File: config.mk
export PLATFORM = sky130hd
export DESIGN_NAME = bounded_array_list_engine_flat
export DESIGN_NICKNAME = d
export VERILOG_FILES = /design/src/ble_pkg.sv /design/src/ble_intf.sv /design/src/bounded_array_list_engine.sv /design/src/ble_ctrl.sv /design/src/ble_dpath.sv /design/src/flat_wrapper.sv
export VERILOG_INCLUDE_DIRS = /design/src /design/src/src
export SDC_FILE = /design/constraint.sdc
export NUM_CORES = 2
export LEC_CHECK = 0
export BUFFER_PORTS_ARGS = -buffer_cell sky130_fd_sc_hd__buf_2
export CORE_MARGIN = 1
export CORE_UTILIZATION = 35
export CTS_CLUSTER_DIAMETER = 30
export DETAILED_ROUTE_END_ITERATION = 8
export PLACE_DENSITY_LB_ADDON = 0.25
export SLEW_MARGIN = 20
export SYNTH_ARGS = -nofsm -noshare
export SYNTH_HDL_FRONTEND = slang
export SYNTH_HIERARCHICAL = 1
export SYNTH_SLANG_ARGS = --single-unit
File: constraint.sdc
create_clock -name clk_i -period 6.87 [get_ports clk_i]
set_input_delay 1.374 -clock clk_i [delete_from_list [all_inputs] [get_ports clk_i]]
set_output_delay 1.374 -clock clk_i [all_outputs]
set_load 0.005 [all_outputs]
File: src/bounded_array_list_engine_defines.svh
// Assertion macros for the bounded array list engine
`ifndef BOUNDED_ARRAY_LIST_ENGINE_DEFINES_SVH
`define BOUNDED_ARRAY_LIST_ENGINE_DEFINES_SVH

`ifndef SYNTH

`define BLE_ASSERT(lbl, prop) \
  lbl: assert property (@(posedge clk_i) disable iff (!rst_ni) prop) \
    else $error("assertion failed");

`define BLE_ASSERT_NEVER(lbl, cond) \
  `BLE_ASSERT(lbl, !(cond))

`else

`define BLE_ASSERT(lbl, prop)

`define BLE_ASSERT_NEVER(lbl, cond)

`endif

`endif

File: src/ble_pkg.sv
// Shared constants, codes and control types of the bounded array list engine
`timescale 1ns / 1ps

package ble_pkg;

  localparam int DEPTH   = 64;
  localparam int ADDR_W  = $clog2(DEPTH);
  localparam int CNT_W   = ADDR_W + 1;
  localparam int OP_W    = 2;
  localparam int VALUE_W = 32;
  localparam int INDEX_W = 8;
  localparam int POS_W   = 7;
  localparam int COUNT_W = 7;
  localparam int CAP_W   = 7;
  localparam int PADDR_W = 3;
  localparam int PDATA_W = 32;

  localparam logic [CAP_W-1:0] CAP_RESET = CAP_W'(64);
  localparam logic [PADDR_W-3:0] REG_CAPACITY = '0;

  typedef enum logic [OP_W-1:0] {
    OP_APPEND = 2'd0,
    OP_REMOVE = 2'd1,
    OP_SEARCH = 2'd2,
    OP_UPDATE = 2'd3
  } op_e;

  typedef struct packed {
    logic load;
    logic exec;
    logic scan;
    logic publish;
  } cmd_t;

  typedef struct packed {
    logic is_search;
    logic scan_done;
  } sts_t;

endpackage

File: src/ble_intf.sv
// Request and response channel interfaces
`timescale 1ns / 1ps

interface ble_req_if;
  import ble_pkg::*;

  logic               valid;
  logic               ready;
  logic [OP_W-1:0]    operation;
  logic [VALUE_W-1:0] value;
  logic [INDEX_W-1:0] index;

  modport source (output valid, output operation, output value, output index, input ready);
  modport sink   (input valid, input operation, input value, input index, output ready);
endinterface

interface ble_rsp_if;
  import ble_pkg::*;

  logic                    valid;
  logic                    ready;
  logic                    ok;
  logic signed [POS_W-1:0] position;
  logic [COUNT_W-1:0]      count;

  modport source (output valid, output ok, output position, output count, input ready);
  modport sink   (input valid, input ok, input position, input count, output ready);
endinterface

File: src/bounded_array_list_engine.sv
// Append, remove and update go from the exec to the hold state; the response is registered
// on leaving hold, once no earlier response is stalled. Search adds the scan state, reading
// one entry per cycle from the single-read-port entry store; the scan stops at the first match.
// Throughput: one request in flight; the next is taken once the previous response is registered.
// Reset: fill count cleared, capacity set to 64; store contents undefined, no clearing pass.
`timescale 1ns / 1ps

module bounded_array_list_engine (
  input  logic                          clk_i,
  input  logic                          rst_ni,
  ble_req_if.sink                       req_i,
  ble_rsp_if.source                     rsp_o,
  input  logic                          psel,
  input  logic                          penable,
  input  logic                          pwrite,
  input  logic [ble_pkg::PADDR_W-1:0]   paddr,
  input  logic [ble_pkg::PDATA_W-1:0]   pwdata,
  output logic [ble_pkg::PDATA_W-1:0]   prdata,
  output logic                          pready
);
  import ble_pkg::*;

  logic [CAP_W-1:0] capacity_q;
  logic             cap_sel;
  cmd_t             cmd;
  sts_t             sts;

  assign pready  = 1'b1;
  assign cap_sel = (paddr[PADDR_W-1:2] == REG_CAPACITY);
  assign prdata  = cap_sel ? PDATA_W'(capacity_q) : '0;

  always_ff @(posedge clk_i or negedge rst_ni) begin
    if (!rst_ni) begin
      capacity_q <= CAP_RESET;
    end else if (psel && penable && pwrite && pready && cap_sel) begin
      capacity_q <= pwdata[CAP_W-1:0];
    end
  end

  ble_ctrl u_ctrl (
    .clk_i       (clk_i),
    .rst_ni      (rst_ni),
    .in_valid_i  (req_i.valid),
    .in_ready_o  (req_i.ready),
    .out_valid_o (rsp_o.valid),
    .out_ready_i (rsp_o.ready),
    .sts_i       (sts),
    .cmd_o       (cmd)
  );

  ble_dpath u_dpath (
    .clk_i       (clk_i),
    .rst_ni      (rst_ni),
    .cmd_i       (cmd),
    .sts_o       (sts),
    .operation_i (req_i.operation),
    .value_i     (req_i.value),
    .index_i     (req_i.index),
    .capacity_i  (capacity_q),
    .ok_o        (rsp_o.ok),
    .position_o  (rsp_o.position),
    .count_o     (rsp_o.count)
  );

endmodule

File: src/ble_ctrl.sv
// Controller state machine: request sequencing, scan control, response register valid
`timescale 1ns / 1ps
`include "bounded_array_list_engine_defines.svh"

module ble_ctrl (
  input  logic          clk_i,
  input  logic          rst_ni,
  input  logic          in_valid_i,
  output logic          in_ready_o,
  output logic          out_valid_o,
  input  logic          out_ready_i,
  input  ble_pkg::sts_t sts_i,
  output ble_pkg::cmd_t cmd_o
);
  import ble_pkg::*;

  typedef enum logic [1:0] {
    ST_IDLE,
    ST_EXEC,
    ST_SCAN,
    ST_HOLD
  } state_e;

  state_e state_q;
  logic   out_valid_q;

  always_comb begin
    in_ready_o      = (state_q == ST_IDLE);
    cmd_o.load      = in_valid_i && in_ready_o;
    cmd_o.exec      = (state_q == ST_EXEC);
    cmd_o.scan      = (state_q == ST_SCAN);
    cmd_o.publish   = (state_q == ST_HOLD) && (!out_valid_q || out_ready_i);
  end

  assign out_valid_o = out_valid_q;

  always_ff @(posedge clk_i or negedge rst_ni) begin
    if (!rst_ni) begin
      state_q     <= ST_IDLE;
      out_valid_q <= 1'b0;
    end else begin
      if (cmd_o.publish) begin
        out_valid_q <= 1'b1;
      end else if (out_ready_i) begin
        out_valid_q <= 1'b0;
      end
      case (state_q)
        ST_IDLE: begin
          if (cmd_o.load) state_q <= ST_EXEC;
        end
        ST_EXEC: begin
          state_q <= sts_i.is_search ? ST_SCAN : ST_HOLD;
        end
        ST_SCAN: begin
          if (sts_i.scan_done) state_q <= ST_HOLD;
        end
        ST_HOLD: begin
          if (cmd_o.publish) state_q <= ST_IDLE;
        end
        default: begin
          state_q <= ST_IDLE;
        end
      endcase
    end
  end

  `BLE_ASSERT(a_accept_exec, cmd_o.load |=> (state_q == ST_EXEC))
  `BLE_ASSERT_NEVER(a_publish_overrun, cmd_o.publish && out_valid_q && !out_ready_i)
  `BLE_ASSERT(a_scan_end, (cmd_o.scan && sts_i.scan_done) |=> (state_q == ST_HOLD))

endmodule

File: src/ble_dpath.sv
// Datapath: entry store, fill count, linear search and response register
`timescale 1ns / 1ps
`include "bounded_array_list_engine_defines.svh"

module ble_dpath (
  input  logic                             clk_i,
  input  logic                             rst_ni,
  input  ble_pkg::cmd_t                    cmd_i,
  output ble_pkg::sts_t                    sts_o,
  input  logic [ble_pkg::OP_W-1:0]         operation_i,
  input  logic [ble_pkg::VALUE_W-1:0]      value_i,
  input  logic [ble_pkg::INDEX_W-1:0]      index_i,
  input  logic [ble_pkg::CAP_W-1:0]        capacity_i,
  output logic                             ok_o,
  output logic signed [ble_pkg::POS_W-1:0] position_o,
  output logic [ble_pkg::COUNT_W-1:0]      count_o
);
  import ble_pkg::*;

  logic [VALUE_W-1:0] mem [DEPTH];

  op_e                op_q;
  logic [VALUE_W-1:0] val_q;
  logic [INDEX_W-1:0] idx_q;
  logic [CNT_W-1:0]   count_q;
  logic [CNT_W-1:0]   ptr_q;
  logic               rd_vld_q;
  logic [ADDR_W-1:0]  rd_pos_q;
  logic [VALUE_W-1:0] rdata_q;
  logic               found_q;
  logic [ADDR_W-1:0]  fpos_q;
  logic               ok_q;
  logic               res_ok_q;
  logic [POS_W-1:0]   res_pos_q;
  logic [COUNT_W-1:0] res_cnt_q;

  logic              can_append;
  logic              can_remove;
  logic              can_update;
  logic              hit;
  logic              issue;
  logic              mem_we;
  logic [ADDR_W-1:0] mem_waddr;

  always_comb begin
    can_append = (32'(count_q) < 32'(capacity_i)) && (32'(count_q) < 32'(DEPTH));
    can_remove = (count_q != '0);
    can_update = (32'(idx_q) < 32'(count_q));
    hit        = rd_vld_q && (rdata_q == val_q);
    issue      = (ptr_q < count_q);
    mem_we     = cmd_i.exec && (((op_q == OP_APPEND) && can_append) ||
                                ((op_q == OP_UPDATE) && can_update));
    mem_waddr  = (op_q == OP_APPEND) ? count_q[ADDR_W-1:0] : ADDR_W'(idx_q);
    sts_o.is_search = (op_q == OP_SEARCH);
    sts_o.scan_done = hit || (!rd_vld_q && !issue);
  end

  always_ff @(posedge clk_i) begin
    if (mem_we) mem[mem_waddr] <= val_q;
    rdata_q <= mem[ptr_q[ADDR_W-1:0]];
  end

  always_ff @(posedge clk_i) begin
    if (cmd_i.load) begin
      op_q  <= op_e'(operation_i);
      val_q <= value_i;
      idx_q <= index_i;
    end
    if (cmd_i.scan) begin
      rd_pos_q <= ptr_q[ADDR_W-1:0];
      if (hit) fpos_q <= rd_pos_q;
    end
    if (cmd_i.publish) begin
      res_ok_q  <= (op_q == OP_SEARCH) ? found_q : ok_q;
      res_pos_q <= found_q ? POS_W'(fpos_q) : '1;
      res_cnt_q <= COUNT_W'(count_q);
    end
  end

  always_ff @(posedge clk_i or negedge rst_ni) begin
    if (!rst_ni) begin
      count_q  <= '0;
      ptr_q    <= '0;
      rd_vld_q <= 1'b0;
      found_q  <= 1'b0;
      ok_q     <= 1'b0;
    end else begin
      if (cmd_i.exec) begin
        ptr_q    <= '0;
        rd_vld_q <= 1'b0;
        found_q  <= 1'b0;
        case (op_q)
          OP_APPEND: begin
            ok_q <= can_append;
            if (can_append) count_q <= count_q + 1'b1;
          end
          OP_REMOVE: begin
            ok_q <= can_remove;
            if (can_remove) count_q <= count_q - 1'b1;
          end
          OP_UPDATE: begin
            ok_q <= can_update;
          end
          default: begin
            ok_q <= 1'b0;
          end
        endcase
      end else if (cmd_i.scan) begin
        rd_vld_q <= issue;
        if (issue) ptr_q <= ptr_q + 1'b1;
        if (hit) found_q <= 1'b1;
      end
    end
  end

  assign ok_o       = res_ok_q;
  assign position_o = res_pos_q;
  assign count_o    = res_cnt_q;

  `BLE_ASSERT(a_count_bound, count_q <= CNT_W'(DEPTH))
  `BLE_ASSERT(a_read_in_list, (cmd_i.scan && rd_vld_q) |-> (CNT_W'(rd_pos_q) < count_q))
  `BLE_ASSERT(a_append_grows,
              (cmd_i.exec && (op_q == OP_APPEND) && can_append) |=>
              (count_q == $past(count_q) + 1'b1))

endmodule

File: src/flat_wrapper.sv
// flat-port wrapper written by rule: the top's interface ports become plain ports
module bounded_array_list_engine_flat import ble_pkg::*;
  (clk_i, rst_ni, psel, penable, pwrite, paddr, pwdata, prdata, pready, req_i_valid, req_i_operation, req_i_value, req_i_index, req_i_ready, rsp_o_valid, rsp_o_ok, rsp_o_position, rsp_o_count, rsp_o_ready);
  ble_req_if req_i_i ();
  ble_rsp_if rsp_o_i ();
  input  logic clk_i;
  input  logic rst_ni;
  input  logic psel;
  input  logic penable;
  input  logic pwrite;
  input  logic [ble_pkg::PADDR_W-1:0] paddr;
  input  logic [ble_pkg::PDATA_W-1:0] pwdata;
  output logic [ble_pkg::PDATA_W-1:0] prdata;
  output logic pready;
  input wire logic [$bits(req_i_i.valid)-1:0] req_i_valid;
  input wire logic [$bits(req_i_i.operation)-1:0] req_i_operation;
  input wire logic [$bits(req_i_i.value)-1:0] req_i_value;
  input wire logic [$bits(req_i_i.index)-1:0] req_i_index;
  output wire logic [$bits(req_i_i.ready)-1:0] req_i_ready;
  output wire logic [$bits(rsp_o_i.valid)-1:0] rsp_o_valid;
  output wire logic [$bits(rsp_o_i.ok)-1:0] rsp_o_ok;
  output wire logic [$bits(rsp_o_i.position)-1:0] rsp_o_position;
  output wire logic [$bits(rsp_o_i.count)-1:0] rsp_o_count;
  input wire logic [$bits(rsp_o_i.ready)-1:0] rsp_o_ready;
  assign req_i_i.valid = req_i_valid;
  assign req_i_i.operation = req_i_operation;
  assign req_i_i.value = req_i_value;
  assign req_i_i.index = req_i_index;
  assign req_i_ready = req_i_i.ready;
  assign rsp_o_valid = rsp_o_i.valid;
  assign rsp_o_ok = rsp_o_i.ok;
  assign rsp_o_position = rsp_o_i.position;
  assign rsp_o_count = rsp_o_i.count;
  assign rsp_o_i.ready = rsp_o_ready;
  bounded_array_list_engine u_core (.clk_i(clk_i), .rst_ni(rst_ni), .req_i(req_i_i), .rsp_o(rsp_o_i), .psel(psel), .penable(penable), .pwrite(pwrite), .paddr(paddr), .pwdata(pwdata), .prdata(prdata), .pready(pready));
endmodule
==> out/qor.csv <==
metric,value,unit
final-report setup violation count,0,
detailed-route via count,41931,
critical path depth in cells,5,
postcts setup bufs,0,
Syn Inst Count,3764,
Clock Latency Late Sink,0.98,ns
RSZ-0062 raised after global routing,false,
Clock Pin Slew Worst Setup and Hold Paths,0.05,ns
period utilization,0.631,
CTS max path bufs,4,
leading area contributor after synthesis,edfxtp_1,
Pwr Density,430,mW/mm²
WS Path Type,flop to flop,
final core area utilization,0.440,
main area contributors after synthesis,"edfxtp_1, mux4_2, mux2i_1",
VDD IR max,0.289,mV
initial antenna violation count,12,
DRT iter0 DRCs,4497,
Mean Syn Cell Area,22.3,µm²
io pins,134,
synthesized area,0.0838,mm²
CP Cell Sequence,or2_2 -> mux2i_2 -> nand3_1 -> nor2_4 -> buf_4,
Yosys reg bits,2176,
Layout fillers,20168,
Residual DRC,54,
Routed met3 length,17400,µm
metal2 WL,107000,µm
DR top layer,met4,
First-pass DRT Iterations,7,
fmax,231,MHz
CP endpoint kind,flop,
fraction of layout cells with a size suffix above 1,0.340,
"CP delay by family, top",simple AND/OR/NAND/NOR gates,
Routed WL per cell,29.4,µm
pin count of the biggest net entering global routing,99,
max-slew violations,0,
crit path DAT,4.92,ns
CP max-delay cell,mux2i_2,
Max Cap Viol,0,
number of H-tree levels,5,
CP max FO,17,
Final Hold Vio Count,0,
leak pwr,33.6,nW
Post-Layout Cell Count,7816,
DIE WIDTH,491,µm
ys async rst share,0.0124,
GP Congestion,0.840,
Final Worst Setup Slack,2.53,ns
Startpoint Class,flop,
first-pass GRT wire length,324000,µm
Layout Area Growth over Synthesis,24.8,%
YS warnings,6,
Post-Route WL,230000,µm
status,finished with violations,
Core Region,0.238,mm²
Initial Util,0.352,
worst hold path class,flop to flop,
post-layout total power,45.0,mW
WL met1,98800,µm
post-DR vias/cell,5.36,
register area share after synthesis,0.774,
CTS tree,done,
Cell variety after synth,73,
Worst Tran Pin Value,1.23,ns
crit path buf inv count,1,
post_cts resized,0,
"EDFF count, synth",2117,
IO Port Bufs,80,
fin crit period,4.34,ns
Setup Skew,0.0658,ns
placed insts,6980,
Routed Antenna Nets,0,
flop2flop setup slack,2.53,ns
GR Util All Layers,0.190,
Post-CTS Hold Buffers,0,
TritonCTS Buffers,456,
Die H,491,µm
failing checks,design-rule violations,
CTS Sinks,2176,
# rows,179,
area share of the leading cell type in the synthesized netlist,0.759,
vias in the first global route,43351,
DP Worst Slack,2.57,ns
Root Driver,clkbuf_16,
dpl hpwl,124000,µm
final setup TNS,0,ns
die area,0.241,mm²
max_slew headroom,0.171,
FF-to-FF path depth,5,
"Top FF cell, synth",edfxtp_1,
peak per-stage delay on the critical path,0.87,ns
nets,4384,
total grt overflow,0,
WP data required,7.46,ns
Hold Path Depth,0,
==> Yosys cell counts (24+ instances only) <==
master / number
buf_4: 54
xor2_1: 24
mux2i_1: 182
nand2_1: 33
nor2_1: 94
mux4_2: 514
nor4_1: 27
dfxtp_1: 32
o21ai_0: 57
edfxtp_1: 2117
ha_1: 28
a21oi_1: 41
clkbuf_1: 68
inv_1: 29
o22ai_1: 45
a22oi_1: 30
dfrtp_1: 26
buf_2: 71
==> flip-flops by register name, indices dropped and copies added, names as in the netlist, 2 cells and up <==
| signal | count |
|---|---|
| u_core/u_ctrl/state_q | 2 |
| u_core/u_dpath/idx_q | 8 |
| u_core/u_dpath/rd_pos_q | 6 |
| u_core/u_dpath/op_q | 2 |
| u_core/u_dpath/ptr_q | 7 |
| u_core/u_dpath/position_o | 7 |
| u_core/u_dpath/rdata_q | 32 |
| u_core/u_dpath/mem | 2048 |
| u_core/u_dpath/fpos_q | 6 |
| u_core/u_dpath/val_q | 32 |
| u_core/u_dpath/count_o | 7 |
| u_core/capacity_q | 7 |
| u_core/u_dpath/count_q | 7 |
==> layout by cell type, fill, tap and decap left out, types with 18 or more instances in the layout <==
master      netlist  final
a21oi_1          41     41
a22oi_1          30     30
buf_2            71     80
buf_4            54    154
bufinv_16         0     82
clkbuf_1         68     61
clkbuf_16         0    462
clkinv_1          1     61
clkinv_2          0     74
clkinv_4          0     26
clkinvlp_4        0     45
conb_1            2     26
dfrtp_1          26     20
dfxtp_1          32     32
edfxtp_1       2117   2117
ha_1             28     28
inv_1            29     28
mux2i_1         182    181
mux4_2          514    514
nand2_1          33     33
nand3_1          18     18
nor2_1           94     53
nor2_4            0     40
nor4_2            0     22
o21ai_0          57     55
o221ai_1         20     20
o22ai_1          45     45
xor2_1           24     24
==> kinds of logic after synthesis <==
| logic type | Yosys count | share of synthesized area |
|---|---|---|
| simple gates | 259 | 0.0158 |
| mux | 707 | 0.161 |
| xor+xnor | 34 | 0.00355 |
| flops | 2176 | 0.774 |
| compound gates | 305 | 0.0243 |
| fa+ha+maj | 29 | 0.00442 |
| buf+inv | 252 | 0.0159 |
| other cells | 2 | 0.0000896 |
==> path summary, 6_finish.rpt <==
check / from / endpoint
max in group asynchronous: rst_ni / u_core/u_dpath/ptr_q[1]$_DFFE_PN0P_
min in group asynchronous: rst_ni / u_core/u_dpath/ptr_q[6]$_DFFE_PN0P_
worst min-delay path: u_core/u_dpath/rd_pos_q[0]$_DFFE_PP_ / u_core/u_dpath/fpos_q[0]$_DFFE_PP_
worst min register to register: u_core/u_dpath/rd_pos_q[0]$_DFFE_PP_ / u_core/u_dpath/fpos_q[0]$_DFFE_PP_
worst max-delay path: u_core/u_dpath/op_q[0]$_DFFE_PP_ / u_core/u_dpath/mem[22][28]$_DFFE_PP_
worst max register to register: u_core/u_dpath/op_q[0]$_DFFE_PP_ / u_core/u_dpath/mem[22][28]$_DFFE_PP_
==> layer usage <==
metal | up-vias | track usage
met1 | 22702 | 0.270
met5 | - | 0
li1 | 17083 | -
met3 | 321 | 0.0360
met4 | 0 | 0.0672
met2 | 1825 | 0.290
==> area by class of cell <==
| class | instances | area [µm²] | share of cell area |
|---|---|---|---|
| multi-input cells | 1360 | 18100 | 0.173 |
| clock buffers | 531 | 11900 | 0.114 |
| repair buffers | 246 | 1800 | 0.0172 |
| diodes | 4 | 10.0 | 0.0000957 |
| flip-flops and latches | 2176 | 64900 | 0.621 |
| inverters | 31 | 116 | 0.00111 |
| clock inverters | 301 | 3750 | 0.0359 |
| well taps | 3167 | 3960 | 0.0379 |
==> stage by stage <==
step                      hold WS, ns  instance area (µm²)
final                           0.413               105000
after global routing            0.422               105000
after CTS                       0.415               105000
after detailed placement        0.405                88900
after global placement          0.402                88900
after floorplan                 0.400                83900
==> report_power, final <==
part | switching [mW] | leakage [nW] | total, mW | internal (mW)
Combinational | 4.28 | 6.40 | 7.22 | 2.94
Sequential | 0.298 | 19.6 | 15.6 | 15.3
Clock | 6.84 | 7.54 | 22.2 | 15.3
Total | 11.4 | 33.6 | 45.0 | 33.6
==> worst reg2reg max path, delay by kind of cell (launching register included) <==
kind	cells	cell delay (ns)
simple gates	3	2.14
mux	1	0.87
flops	1	0.50
buf+inv	1	0.45
Power figures use the tool's default switching activity.
